### config.mk
export PLATFORM = sky130hd
export DESIGN_NAME = ethernet_ip_header_parser
export DESIGN_NICKNAME = d
export VERILOG_FILES = /design/src/ehp_pkg.sv /design/src/ethernet_ip_header_parser.sv /design/src/ehp_capture.sv /design/src/ehp_finish.sv
export SDC_FILE = /design/constraint.sdc
export NUM_CORES = 2
export LEC_CHECK = 0
export ABC_AREA = 0
export BUFFER_PORTS_ARGS = -buffer_cell sky130_fd_sc_hd__clkbuf_2
export CORE_MARGIN = 5
export CORE_UTILIZATION = 59
export DETAILED_ROUTE_END_ITERATION = 8
export GPL_ROUTABILITY_DRIVEN = 0
export PLACE_DENSITY = 0.87
export RECOVER_POWER = 100
export SETUP_SLACK_MARGIN = 0.3
export SYNTH_ARGS = -nofsm -noshare
export SYNTH_HDL_FRONTEND = slang
export SYNTH_SLANG_ARGS = --single-unit
### constraint.sdc
create_clock -name aclk -period 16.6 [get_ports aclk]
set_input_delay 0 -clock aclk [delete_from_list [all_inputs] [get_ports aclk]]
set_output_delay 0 -clock aclk [all_outputs]
set_load 0.1 [all_outputs]
### src/ehp_pkg.sv
// Shared types, constants and helpers for the Ethernet/IP header parser.
// Used by ehp_capture, ehp_finish and ethernet_ip_header_parser.
// No dependencies.
`timescale 1ns / 1ps

package ehp_pkg;

    // Width of the per-frame byte counter (saturates at all ones)
    localparam int FRAME_LENGTH_BITS = 16;
    // Width used for length compares: counter or 16-bit IP length fields
    localparam int CMP_W = (FRAME_LENGTH_BITS > 16) ? FRAME_LENGTH_BITS : 16;

    // Ethertypes
    localparam logic [15:0] ETH_IPV4 = 16'h0800;
    localparam logic [15:0] ETH_IPV6 = 16'h86DD;
    localparam logic [15:0] ETH_ARP  = 16'h0806;
    localparam logic [15:0] ETH_VLAN = 16'h8100;

    // Network header start offsets
    localparam logic [4:0] NS_ETHERNET = 5'd14;
    localparam logic [4:0] NS_COOKED   = 5'd16;
    localparam logic [4:0] NS_TAGGED   = 5'd18;

    // IP protocol numbers
    localparam logic [7:0] PROTO_ICMP   = 8'd1;
    localparam logic [7:0] PROTO_TCP    = 8'd6;
    localparam logic [7:0] PROTO_UDP    = 8'd17;
    localparam logic [7:0] PROTO_ICMPV6 = 8'd58;

    // Link type register values
    localparam logic LINK_ETHERNET = 1'b0;
    localparam logic LINK_COOKED   = 1'b1;

    // Register index of link_type on the APB port
    localparam logic REG_LINK_TYPE = 1'b0;

    // Result status codes
    localparam logic [1:0] ST_ACCEPT    = 2'd0;
    localparam logic [1:0] ST_REJECT    = 2'd1;
    localparam logic [1:0] ST_ARP_SHORT = 2'd2;

    // Network kinds
    localparam logic [1:0] NET_IPV4 = 2'd0;
    localparam logic [1:0] NET_IPV6 = 2'd1;
    localparam logic [1:0] NET_ARP  = 2'd2;
    localparam logic [1:0] NET_NONE = 2'd3;

    // Transport kinds
    localparam logic [2:0] TR_TCP   = 3'd0;
    localparam logic [2:0] TR_UDP   = 3'd1;
    localparam logic [2:0] TR_ICMP  = 3'd2;
    localparam logic [2:0] TR_OTHER = 3'd3;
    localparam logic [2:0] TR_NONE  = 3'd4;

    // Everything the finish stage needs about one frame
    typedef struct packed {
        logic [FRAME_LENGTH_BITS-1:0] cap_len;
        logic [15:0] ethertype;
        logic [4:0]  net_start;
        logic [7:0]  first_byte;
        logic [15:0] declared_len;
        logic [7:0]  protocol;
        logic [63:0] src_hi;
        logic [63:0] src_lo;
        logic [63:0] dst_hi;
        logic [63:0] dst_lo;
        logic [15:0] arp_op;
    } frame_summary_t;

    // One result transaction
    typedef struct packed {
        logic [1:0]  status;
        logic [1:0]  network_kind;
        logic [2:0]  transport_kind;
        logic [7:0]  ip_protocol;
        logic [6:0]  l4_offset;
        logic [15:0] l4_length;
        logic [63:0] source_high;
        logic [63:0] source_low;
        logic [63:0] dest_high;
        logic [63:0] dest_low;
        logic [15:0] arp_operation;
    } result_t;

    function automatic logic [2:0] transport_class(input logic [7:0] proto);
        logic [2:0] kind;
        case (proto)
            PROTO_TCP:               kind = TR_TCP;
            PROTO_UDP:               kind = TR_UDP;
            PROTO_ICMP, PROTO_ICMPV6: kind = TR_ICMP;
            default:                 kind = TR_OTHER;
        endcase
        return kind;
    endfunction

endpackage

### src/ethernet_ip_header_parser.sv
// Top level of the Ethernet/cooked-capture to IPv4/IPv6/ARP header parser.
// Instantiates ehp_capture and ehp_finish; depends on ehp_pkg.
`timescale 1ns / 1ps

// Takes one frame byte per clock on the s_ channel and returns one result
// transaction on the m_ channel for each frame, after the byte marked
// s_last_byte. A byte is accepted every cycle as long as the result side
// keeps up. The last byte is loaded into the input register when it is
// accepted, then passes the frame summary register and the output
// register, whose valid flag drives m_valid. Back pressure on m_ready
// holds the pipeline only when a finished frame is waiting behind an
// untaken result. The link_type register (APB byte address 0) selects
// Ethernet or 16-byte Linux cooked framing; it is sampled at the first
// byte of each frame and should be written only while no frame is in
// flight.

module ethernet_ip_header_parser (
    input  logic        aclk,
    input  logic        aresetn,

    // Configuration port
    input  logic        psel,
    input  logic        penable,
    input  logic        pwrite,
    input  logic [2:0]  paddr,
    input  logic [31:0] pwdata,
    output logic [31:0] prdata,
    output logic        pready,

    // Frame byte stream
    input  logic        s_valid,
    output logic        s_ready,
    input  logic [7:0]  s_frame_byte,
    input  logic        s_last_byte,

    // Result stream
    output logic        m_valid,
    input  logic        m_ready,
    output logic [1:0]  m_status,
    output logic [1:0]  m_network_kind,
    output logic [2:0]  m_transport_kind,
    output logic [7:0]  m_ip_protocol,
    output logic [6:0]  m_l4_offset,
    output logic [15:0] m_l4_length,
    output logic [63:0] m_source_high,
    output logic [63:0] m_source_low,
    output logic [63:0] m_dest_high,
    output logic [63:0] m_dest_low,
    output logic [15:0] m_arp_operation
);

    logic       link_type_reg;
    logic       in_valid_reg;
    logic [7:0] in_byte_reg;
    logic       in_last_reg;
    logic       step;
    logic       sum_valid;
    logic       sum_ready;
    logic       sum_free;
    logic       cfg_write;
    ehp_pkg::frame_summary_t summary;
    ehp_pkg::result_t        result;

    // APB register access
    assign pready    = 1'b1;
    assign cfg_write = psel && penable && pwrite && (paddr[2] == ehp_pkg::REG_LINK_TYPE);
    assign prdata    = (paddr[2] == ehp_pkg::REG_LINK_TYPE) ? {31'd0, link_type_reg} : 32'd0;

    // Input register drains unless a last byte finds the summary stage full and not being taken
    assign sum_free = !sum_valid || sum_ready;
    assign step     = in_valid_reg && (!in_last_reg || sum_free);
    assign s_ready  = !in_valid_reg || step;

    always_ff @(posedge aclk) begin
        if (!aresetn) begin
            link_type_reg <= ehp_pkg::LINK_ETHERNET;
            in_valid_reg  <= 1'b0;
        end else begin
            if (cfg_write) begin
                link_type_reg <= pwdata[0];
            end
            if (s_ready) begin
                in_valid_reg <= s_valid;
            end
        end
        if (s_ready && s_valid) begin
            in_byte_reg <= s_frame_byte;
            in_last_reg <= s_last_byte;
        end
    end

    ehp_capture u_capture (
        .aclk       (aclk),
        .aresetn    (aresetn),
        .step       (step),
        .frame_byte (in_byte_reg),
        .last_byte  (in_last_reg),
        .link_type  (link_type_reg),
        .sum_take   (sum_ready),
        .sum_valid  (sum_valid),
        .summary    (summary)
    );

    ehp_finish u_finish (
        .aclk      (aclk),
        .aresetn   (aresetn),
        .sum_valid (sum_valid),
        .summary   (summary),
        .sum_ready (sum_ready),
        .res_valid (m_valid),
        .res_ready (m_ready),
        .result    (result)
    );

    assign m_status         = result.status;
    assign m_network_kind   = result.network_kind;
    assign m_transport_kind = result.transport_kind;
    assign m_ip_protocol    = result.ip_protocol;
    assign m_l4_offset      = result.l4_offset;
    assign m_l4_length      = result.l4_length;
    assign m_source_high    = result.source_high;
    assign m_source_low     = result.source_low;
    assign m_dest_high      = result.dest_high;
    assign m_dest_low       = result.dest_low;
    assign m_arp_operation  = result.arp_operation;

endmodule

### src/ehp_capture.sv
// Byte-position tracker and header field capture for one frame at a time.
// On the last byte it latches a frame summary for the finish stage.
// Depends on ehp_pkg.
`timescale 1ns / 1ps

module ehp_capture (
    input  logic                  aclk,
    input  logic                  aresetn,
    input  logic                  step,        // consume one byte this cycle
    input  logic [7:0]            frame_byte,
    input  logic                  last_byte,
    input  logic                  link_type,
    input  logic                  sum_take,    // finish stage takes the summary
    output logic                  sum_valid,
    output ehp_pkg::frame_summary_t summary
);

    localparam int FLB = ehp_pkg::FRAME_LENGTH_BITS;
    localparam logic [FLB-1:0] POS_MAX = {FLB{1'b1}};

    logic [FLB-1:0] pos_reg,    pos_next;
    logic [15:0]    etype_reg,  etype_next;
    logic [4:0]     ns_reg,     ns_next;
    logic [7:0]     fnb_reg,    fnb_next;
    logic [15:0]    decl_reg,   decl_next;
    logic [7:0]     proto_reg,  proto_next;
    logic [63:0]    src_hi_reg, src_hi_next;
    logic [63:0]    src_lo_reg, src_lo_next;
    logic [63:0]    dst_hi_reg, dst_hi_next;
    logic [63:0]    dst_lo_reg, dst_lo_next;
    logic [15:0]    arp_reg,    arp_next;
    logic [FLB-1:0] cap_len;
    logic           sum_valid_reg, sum_valid_next;
    ehp_pkg::frame_summary_t summary_reg;

    // Working values: cleared at frame start (network start reloaded from link_type)
    logic           frame_start;
    logic [15:0]    etype_cur;
    logic [4:0]     ns_cur;
    logic [7:0]     fnb_cur, proto_cur;
    logic [15:0]    decl_cur, arp_cur;
    logic [63:0]    src_hi_cur, src_lo_cur, dst_hi_cur, dst_lo_cur;
    logic           sll;
    logic           in_net;
    logic [FLB-1:0] q_full;
    logic [5:0]     q;
    logic           q_small;

    always_comb begin
        frame_start = (pos_reg == '0);
        etype_cur  = frame_start ? 16'd0 : etype_reg;
        ns_cur     = frame_start ? ((link_type == ehp_pkg::LINK_COOKED) ?
                                    ehp_pkg::NS_COOKED : ehp_pkg::NS_ETHERNET) : ns_reg;
        fnb_cur    = frame_start ? 8'd0  : fnb_reg;
        decl_cur   = frame_start ? 16'd0 : decl_reg;
        proto_cur  = frame_start ? 8'd0  : proto_reg;
        src_hi_cur = frame_start ? 64'd0 : src_hi_reg;
        src_lo_cur = frame_start ? 64'd0 : src_lo_reg;
        dst_hi_cur = frame_start ? 64'd0 : dst_hi_reg;
        dst_lo_cur = frame_start ? 64'd0 : dst_lo_reg;
        arp_cur    = frame_start ? 16'd0 : arp_reg;
        sll        = (ns_cur == ehp_pkg::NS_COOKED);

        // Link-layer ethertype (plain, cooked, or inner after a tag)
        etype_next = etype_cur;
        if ((!sll && (pos_reg == FLB'(12) || pos_reg == FLB'(13))) ||
            (sll && (pos_reg == FLB'(14) || pos_reg == FLB'(15))) ||
            (!sll && ns_cur == ehp_pkg::NS_TAGGED &&
             (pos_reg == FLB'(16) || pos_reg == FLB'(17)))) begin
            etype_next = {etype_cur[7:0], frame_byte};
        end

        // 802.1Q tag moves the network header
        ns_next = ns_cur;
        if (!sll && pos_reg == FLB'(13) && etype_next == ehp_pkg::ETH_VLAN) begin
            ns_next = ehp_pkg::NS_TAGGED;
        end

        // Offset within the network header
        in_net  = (pos_reg >= FLB'(ns_next));
        q_full  = pos_reg - FLB'(ns_next);
        q       = q_full[5:0];
        q_small = in_net && (q_full[FLB-1:6] == '0);

        fnb_next    = fnb_cur;
        decl_next   = decl_cur;
        proto_next  = proto_cur;
        src_hi_next = src_hi_cur;
        src_lo_next = src_lo_cur;
        dst_hi_next = dst_hi_cur;
        dst_lo_next = dst_lo_cur;
        arp_next    = arp_cur;

        // Network header field capture
        if (q_small) begin
            if (q == 6'd0) begin
                fnb_next = frame_byte;
            end
            if (etype_next == ehp_pkg::ETH_IPV4) begin
                if (q == 6'd2 || q == 6'd3) decl_next = {decl_cur[7:0], frame_byte};
                if (q == 6'd9) proto_next = frame_byte;
                if (q >= 6'd12 && q <= 6'd15) src_lo_next = {src_lo_cur[55:0], frame_byte};
                if (q >= 6'd16 && q <= 6'd19) dst_lo_next = {dst_lo_cur[55:0], frame_byte};
            end else if (etype_next == ehp_pkg::ETH_IPV6) begin
                if (q == 6'd4 || q == 6'd5) decl_next = {decl_cur[7:0], frame_byte};
                if (q == 6'd6) proto_next = frame_byte;
                if (q >= 6'd8 && q <= 6'd15) src_hi_next = {src_hi_cur[55:0], frame_byte};
                if (q >= 6'd16 && q <= 6'd23) src_lo_next = {src_lo_cur[55:0], frame_byte};
                if (q >= 6'd24 && q <= 6'd31) dst_hi_next = {dst_hi_cur[55:0], frame_byte};
                if (q >= 6'd32 && q <= 6'd39) dst_lo_next = {dst_lo_cur[55:0], frame_byte};
            end else if (etype_next == ehp_pkg::ETH_ARP) begin
                if (q == 6'd6 || q == 6'd7) arp_next = {arp_cur[7:0], frame_byte};
                if (q >= 6'd14 && q <= 6'd17) src_lo_next = {src_lo_cur[55:0], frame_byte};
                if (q >= 6'd24 && q <= 6'd27) dst_lo_next = {dst_lo_cur[55:0], frame_byte};
            end
        end

        // Saturating captured length; counter restarts after the last byte
        cap_len  = (pos_reg == POS_MAX) ? POS_MAX : pos_reg + FLB'(1);
        pos_next = last_byte ? '0 : cap_len;

        sum_valid_next = (sum_valid_reg && !sum_take) || (step && last_byte);
    end

    // Frame state and summary register
    always_ff @(posedge aclk) begin
        if (!aresetn) begin
            pos_reg       <= '0;
            sum_valid_reg <= 1'b0;
        end else begin
            sum_valid_reg <= sum_valid_next;
            if (step) begin
                pos_reg <= pos_next;
            end
        end
        if (step) begin
            etype_reg  <= etype_next;
            ns_reg     <= ns_next;
            fnb_reg    <= fnb_next;
            decl_reg   <= decl_next;
            proto_reg  <= proto_next;
            src_hi_reg <= src_hi_next;
            src_lo_reg <= src_lo_next;
            dst_hi_reg <= dst_hi_next;
            dst_lo_reg <= dst_lo_next;
            arp_reg    <= arp_next;
        end
        if (step && last_byte) begin
            summary_reg.cap_len      <= cap_len;
            summary_reg.ethertype    <= etype_next;
            summary_reg.net_start    <= ns_next;
            summary_reg.first_byte   <= fnb_next;
            summary_reg.declared_len <= decl_next;
            summary_reg.protocol     <= proto_next;
            summary_reg.src_hi       <= src_hi_next;
            summary_reg.src_lo       <= src_lo_next;
            summary_reg.dst_hi       <= dst_hi_next;
            summary_reg.dst_lo       <= dst_lo_next;
            summary_reg.arp_op       <= arp_next;
        end
    end

    assign sum_valid = sum_valid_reg;
    assign summary   = summary_reg;

endmodule

### src/ehp_finish.sv
// Frame classification and layer-4 span from a frame summary, with the
// result output register. Depends on ehp_pkg.
`timescale 1ns / 1ps

module ehp_finish (
    input  logic                    aclk,
    input  logic                    aresetn,
    input  logic                    sum_valid,
    input  ehp_pkg::frame_summary_t summary,
    output logic                    sum_ready,
    output logic                    res_valid,
    input  logic                    res_ready,
    output ehp_pkg::result_t        result
);

    localparam int FLB = ehp_pkg::FRAME_LENGTH_BITS;
    localparam int CW  = ehp_pkg::CMP_W;

    logic             m_valid_reg, m_valid_next;
    ehp_pkg::result_t result_reg;
    ehp_pkg::result_t res;

    logic           too_short;
    logic [FLB-1:0] l3_raw;
    logic [CW-1:0]  l3, decl_w, hl_w;
    logic [5:0]     hl;
    logic [CW-1:0]  avail4, decl4, avail6;
    logic           v4_ok, v6_ok;

    assign sum_ready = !m_valid_reg || res_ready;

    always_comb begin
        too_short = (summary.cap_len < FLB'(summary.net_start));
        l3_raw    = summary.cap_len - FLB'(summary.net_start);
        l3        = CW'(l3_raw);
        decl_w    = CW'(summary.declared_len);
        hl        = {summary.first_byte[3:0], 2'b00};
        hl_w      = CW'(hl);

        // IPv4 checks and payload span
        v4_ok  = (l3 >= CW'(20)) && (summary.first_byte[7:4] == 4'd4) &&
                 (hl >= 6'd20) && (hl_w <= l3);
        avail4 = l3 - hl_w;
        decl4  = (decl_w > hl_w) ? decl_w - hl_w : '0;

        // IPv6 checks and payload span
        v6_ok  = (l3 >= CW'(40)) && (summary.first_byte[7:4] == 4'd6);
        avail6 = l3 - CW'(40);

        res = '0;
        res.status         = ehp_pkg::ST_REJECT;
        res.network_kind   = ehp_pkg::NET_NONE;
        res.transport_kind = ehp_pkg::TR_NONE;

        if (!too_short) begin
            if (summary.ethertype == ehp_pkg::ETH_IPV4) begin
                if (v4_ok) begin
                    res.status         = ehp_pkg::ST_ACCEPT;
                    res.network_kind   = ehp_pkg::NET_IPV4;
                    res.transport_kind = ehp_pkg::transport_class(summary.protocol);
                    res.ip_protocol    = summary.protocol;
                    res.l4_offset      = 7'(summary.net_start) + 7'(hl);
                    res.l4_length      = (decl4 < avail4) ? decl4[15:0] : avail4[15:0];
                    res.source_low     = {32'd0, summary.src_lo[31:0]};
                    res.dest_low       = {32'd0, summary.dst_lo[31:0]};
                end
            end else if (summary.ethertype == ehp_pkg::ETH_IPV6) begin
                if (v6_ok) begin
                    res.status         = ehp_pkg::ST_ACCEPT;
                    res.network_kind   = ehp_pkg::NET_IPV6;
                    res.transport_kind = ehp_pkg::transport_class(summary.protocol);
                    res.ip_protocol    = summary.protocol;
                    res.l4_offset      = 7'(summary.net_start) + 7'd40;
                    res.l4_length      = (decl_w < avail6) ? decl_w[15:0] : avail6[15:0];
                    res.source_high    = summary.src_hi;
                    res.source_low     = summary.src_lo;
                    res.dest_high      = summary.dst_hi;
                    res.dest_low       = summary.dst_lo;
                end
            end else if (summary.ethertype == ehp_pkg::ETH_ARP) begin
                res.network_kind = ehp_pkg::NET_ARP;
                if (l3 < CW'(28)) begin
                    res.status = ehp_pkg::ST_ARP_SHORT;
                end else begin
                    res.status        = ehp_pkg::ST_ACCEPT;
                    res.source_low    = {32'd0, summary.src_lo[31:0]};
                    res.dest_low      = {32'd0, summary.dst_lo[31:0]};
                    res.arp_operation = summary.arp_op;
                end
            end
        end

        m_valid_next = (m_valid_reg && !res_ready) || sum_valid;
    end

    // Output register: loads whenever it is empty or being drained
    always_ff @(posedge aclk) begin
        if (!aresetn) begin
            m_valid_reg <= 1'b0;
        end else if (sum_ready) begin
            m_valid_reg <= m_valid_next;
        end
        if (sum_ready && sum_valid) begin
            result_reg <= res;
        end
    end

    assign res_valid = m_valid_reg;
    assign result    = result_reg;

endmodule
==> impl_metrics.prom <==
# TYPE chip_impl_metric gauge
chip_impl_metric{name="antenna_violating_nets_post_route",unit=""} 0
chip_impl_metric{name="timing.setup.tns",unit="ps"} 0
chip_impl_info{name="reg2reg_to",value="u_capture.src_lo_reg[43]$_DFFE_PP_"} 1
chip_impl_metric{name="detail_route.first_pass.iterations",unit=""} 6
chip_impl_metric{name="first_global_vias",unit=""} 25900
chip_impl_metric{name="ys_warn_count",unit=""} 0
chip_impl_info{name="outcome",value="finished, violations left"} 1
chip_impl_info{name="tritoncts",value="done"} 1
chip_impl_metric{name="synth-edff-count",unit=""} 984
chip_impl_metric{name="route.detailed.vias_per_inst",unit=""} 6.05
chip_impl_metric{name="worst-r2r-cell-count",unit=""} 5
chip_impl_metric{name="synth.ff_latch_count",unit=""} 1004
chip_impl_metric{name="yosysUniqueCellTypes",unit=""} 98
chip_impl_info{name="hold_path_class",value="in2reg"} 1
chip_impl_metric{name="pin_count_of_the_biggest_net_entering_global_routing",unit=""} 145
chip_impl_metric{name="num_io_pins",unit=""} 396
chip_impl_metric{name="cap_violations",unit=""} 26
chip_impl_metric{name="async_set_or_reset_flop_fraction_in_the_synthesized_netlist",unit="%"} 0
chip_impl_info{name="synth.cells.most_frequent",value="edfxtp_1, nand2_1, and2_1, a21oi_1, a22o_1"} 1
chip_impl_metric{name="worst_ep_required_time",unit="ps"} 16760
chip_impl_metric{name="slew_headroom",unit="%"} -466
chip_impl_metric{name="leakagePower",unit="nW"} 16.8
chip_impl_metric{name="crit_fanout",unit=""} 116
chip_impl_info{name="synth.largest_area_cell",value="edfxtp_1"} 1
chip_impl_info{name="grt_setup_unrepaired",value="false"} 1
chip_impl_metric{name="start_util",unit="%"} 59.6
chip_impl_metric{name="post-cts-setup-buffer-count",unit=""} 0
chip_impl_metric{name="layout_min_cycle_time",unit="ps"} 11330
chip_impl_metric{name="hold_depth",unit=""} 2
chip_impl_info{name="critical_path.startpoint_type",value="flip-flop"} 1
chip_impl_metric{name="yosys.area.top_type_share",unit="%"} 69.4
chip_impl_metric{name="std_cell_rows",unit=""} 98
chip_impl_metric{name="grtUsageTotal",unit="%"} 24.6
chip_impl_metric{name="grt_pass1_wl",unit="mm"} 150
chip_impl_info{name="yosysMostFrequentCell",value="edfxtp_1"} 1
chip_impl_metric{name="worst_slack",unit="ps"} 5270
chip_impl_metric{name="vias",unit=""} 26800
chip_impl_metric{name="design.core.area",unit="sq um"} 71500
chip_impl_metric{name="synth_area_per_cell",unit="sq um"} 13.8
chip_impl_metric{name="largest_register_ffs",unit=""} 341
chip_impl_metric{name="design.die.area",unit="sq um"} 77700
chip_impl_metric{name="power.density_cell_area",unit="nW/um^2"} 114
chip_impl_metric{name="dieHeight",unit="microns"} 279
chip_impl_info{name="reg2reg_from",value="in_last_reg$_DFFE_PP_"} 1
chip_impl_metric{name="wirelength",unit="mm"} 99.8
chip_impl_metric{name="clock_latency",unit="ps"} 660
chip_impl_metric{name="number_of_antenna_violations_at_the_first_check_in_global_routing",unit=""} 0
chip_impl_metric{name="iteration_0_drc_markers",unit=""} 3253
chip_impl_info{name="violations_in_the_final_reports",value="max-capacitance violations, max-slew violations"} 1
chip_impl_metric{name="drive_gt1_share",unit="%"} 6.19
chip_impl_metric{name="clkSlewWorstSetupHoldPaths",unit="ps"} 60
chip_impl_metric{name="buffer_ports.inserted",unit=""} 330
chip_impl_metric{name="diodes",unit=""} 0
chip_impl_metric{name="maxClockFrequency",unit="MHz"} 88.3
chip_impl_metric{name="ys_seq_area_share",unit="%"} 70.3
chip_impl_metric{name="detailed_place.area",unit="sq um"} 44800
chip_impl_metric{name="synth_area",unit="sq um"} 42600
chip_impl_metric{name="worst_clock_skew_on_the_final_layout",unit="ps"} 19.4
chip_impl_info{name="hold_start",value="s_frame_byte[0]"} 1
chip_impl_metric{name="clkSinkCount",unit=""} 1004
chip_impl_metric{name="dp_worst_setup_slack",unit="ps"} 9050
chip_impl_metric{name="ir_worst_vdd",unit="mV"} 0.0980
chip_impl_info{name="synth_ff_type",value="edfxtp_1"} 1
chip_impl_metric{name="fp.dieW",unit="microns"} 279
chip_impl_metric{name="detailed_place_hpwl",unit="mm"} 60.5
chip_impl_metric{name="tightest_hold_margin",unit="ps"} 56.4
chip_impl_metric{name="routedWlPerCell",unit="microns"} 22.6
chip_impl_info{name="worstSetupEndpointType",value="flip-flop"} 1
chip_impl_metric{name="slew_viol_final",unit=""} 1617
chip_impl_metric{name="clock_tree.buffer_depth",unit=""} 3
chip_impl_metric{name="layout_worst_path_cycle_share",unit="%"} 68.2
chip_impl_metric{name="final-setup-viol-count",unit=""} 0
chip_impl_metric{name="total_power",unit="W"} 0.00544
chip_impl_metric{name="area_growth_from_synthesis_to_final_layout",unit="%"} 11.7
chip_impl_info{name="crit_type",value="reg2reg"} 1
chip_impl_metric{name="worst-slew-pin-transition",unit="ps"} 8490
chip_impl_metric{name="setup.reg_to_reg.worst_slack",unit="ps"} 5270
chip_impl_info{name="hold_path_end",value="in_byte_reg[0]$_DFFE_PP_"} 1
chip_impl_metric{name="synthesis.instances",unit=""} 3082
chip_impl_metric{name="final_cell_area",unit="sq um"} 47600
chip_impl_metric{name="remaining_overflow_grt",unit=""} 0
chip_impl_metric{name="finalNetCount",unit=""} 3510
chip_impl_info{name="cts.root.buffer_cell",value="clkbuf_16"} 1
chip_impl_metric{name="finalHoldViolations",unit=""} 0
chip_impl_metric{name="ctsHtreeMaxLevel",unit=""} 3
chip_impl_metric{name="tritoncts.num_buffers",unit=""} 97
chip_impl_metric{name="arrival_time_worst_endpoint",unit="ps"} 11480
chip_impl_metric{name="drcViolationCount",unit=""} 0
chip_impl_info{name="synth_area_leaders",value="edfxtp_1, nand2_1, and2_1"} 1
stage by stage:
step | std cells | utilization, %
after CTS | 4426 | 67.3
after floorplan | 3112 | -
final | 4426 | 66.6
after global placement | 4230 | 62.6
after global routing | 4426 | 66.6
after detailed placement | 4230 | 62.6
cell families after synthesis:
kind of cell	synth area share (%)
and+or+nand+nor	13.0
DFF	70.3
AOI/OAI and AO/OA	8.83
buffers and inverters	3.52
adders and majority gates	1.94
xor gates and xnor gates	1.21
muxes	1.15
other	0.0176
worst max path at each step:
stage | startpoint | to | cells after the start | slack [ps]
2_1_floorplan | u_finish.res_valid$_SDFFE_PN0N_ | u_finish.result[0]$_SDFFCE_PP0P_ | 2 | 1030
3_3_place_gp | u_capture.pos_reg[1]$_SDFFE_PN0P_ | u_capture.src_lo_reg[54]$_DFFE_PP_ | 22 | 9260
3_5_place_dp | u_capture.pos_reg[1]$_SDFFE_PN0P_ | u_capture.src_lo_reg[43]$_DFFE_PP_ | 22 | 9050
4_1_cts | u_capture.pos_reg[0]$_SDFFE_PN0P_ | u_capture.summary[187]$_DFFE_PP_ | 22 | 8930
5_1_grt | in_last_reg$_DFFE_PP_ | u_capture.src_lo_reg[16]$_DFFE_PP_ | 5 | 4450
6_report | in_last_reg$_DFFE_PP_ | u_capture.src_lo_reg[43]$_DFFE_PP_ | 5 | 5270
repair_timing:
action / 4_1_cts / 5_1_grt
hold endpoints to repair: 38 / 0
resized for setup: 0 / 0
hold buffers: 17 / 0
area by class of cell:
type                    instances  area, sq um
multi-input cells            1818        11300
repair buffers                383         1630
clock inverters                57          662
flip-flops and latches       1004        29900
clock buffers                 122         2540
inverters                      92          347
well taps                     950         1190
fillers                      4809        23900
worst max-delay path, stage by stage, from the launching register on:
cell	delay, ps
edfxtp_1	550
nand3_1	160
nand2_1	470
clkinvlp_2	3330
clkbuf_1	3040
clkbuf_1	3170
per-layer routing:
layer,part of all wire [%],global-route usage (%)
met1,39,33.5
met2,49,40.9
met3,8.9,4.12
met4,3.2,8.28
met5,0,0
cell usage in the layout (no fill, tap or decap), drive strengths merged, types with 13 or more instances in the layout:
cell type and count:
edfxtp 984, clkbuf 471, nand2 393, and2 236
a21oi 175, nor2 108, a22o 107, o21ai 95
inv 94, and3 77, nor3 58, ha 58
nand3 51, mux2i 43, clkinv 37, xnor2 32
conb 32, xor2 27, nor2b 26, nor4 23
dfxtp 20, nand4 20, a21o 19, a221o 17
dlygate4sd3 17, buf 17, a211o 13
power by group:
group,internal [W],total [W],switching (W)
combinational,0.0000613,0.000345,0.000284
sequential,0.00284,0.00287,0.0000294
clock,0.00127,0.00222,0.000956
No activity file was read; power rests on OpenSTA's default activity.
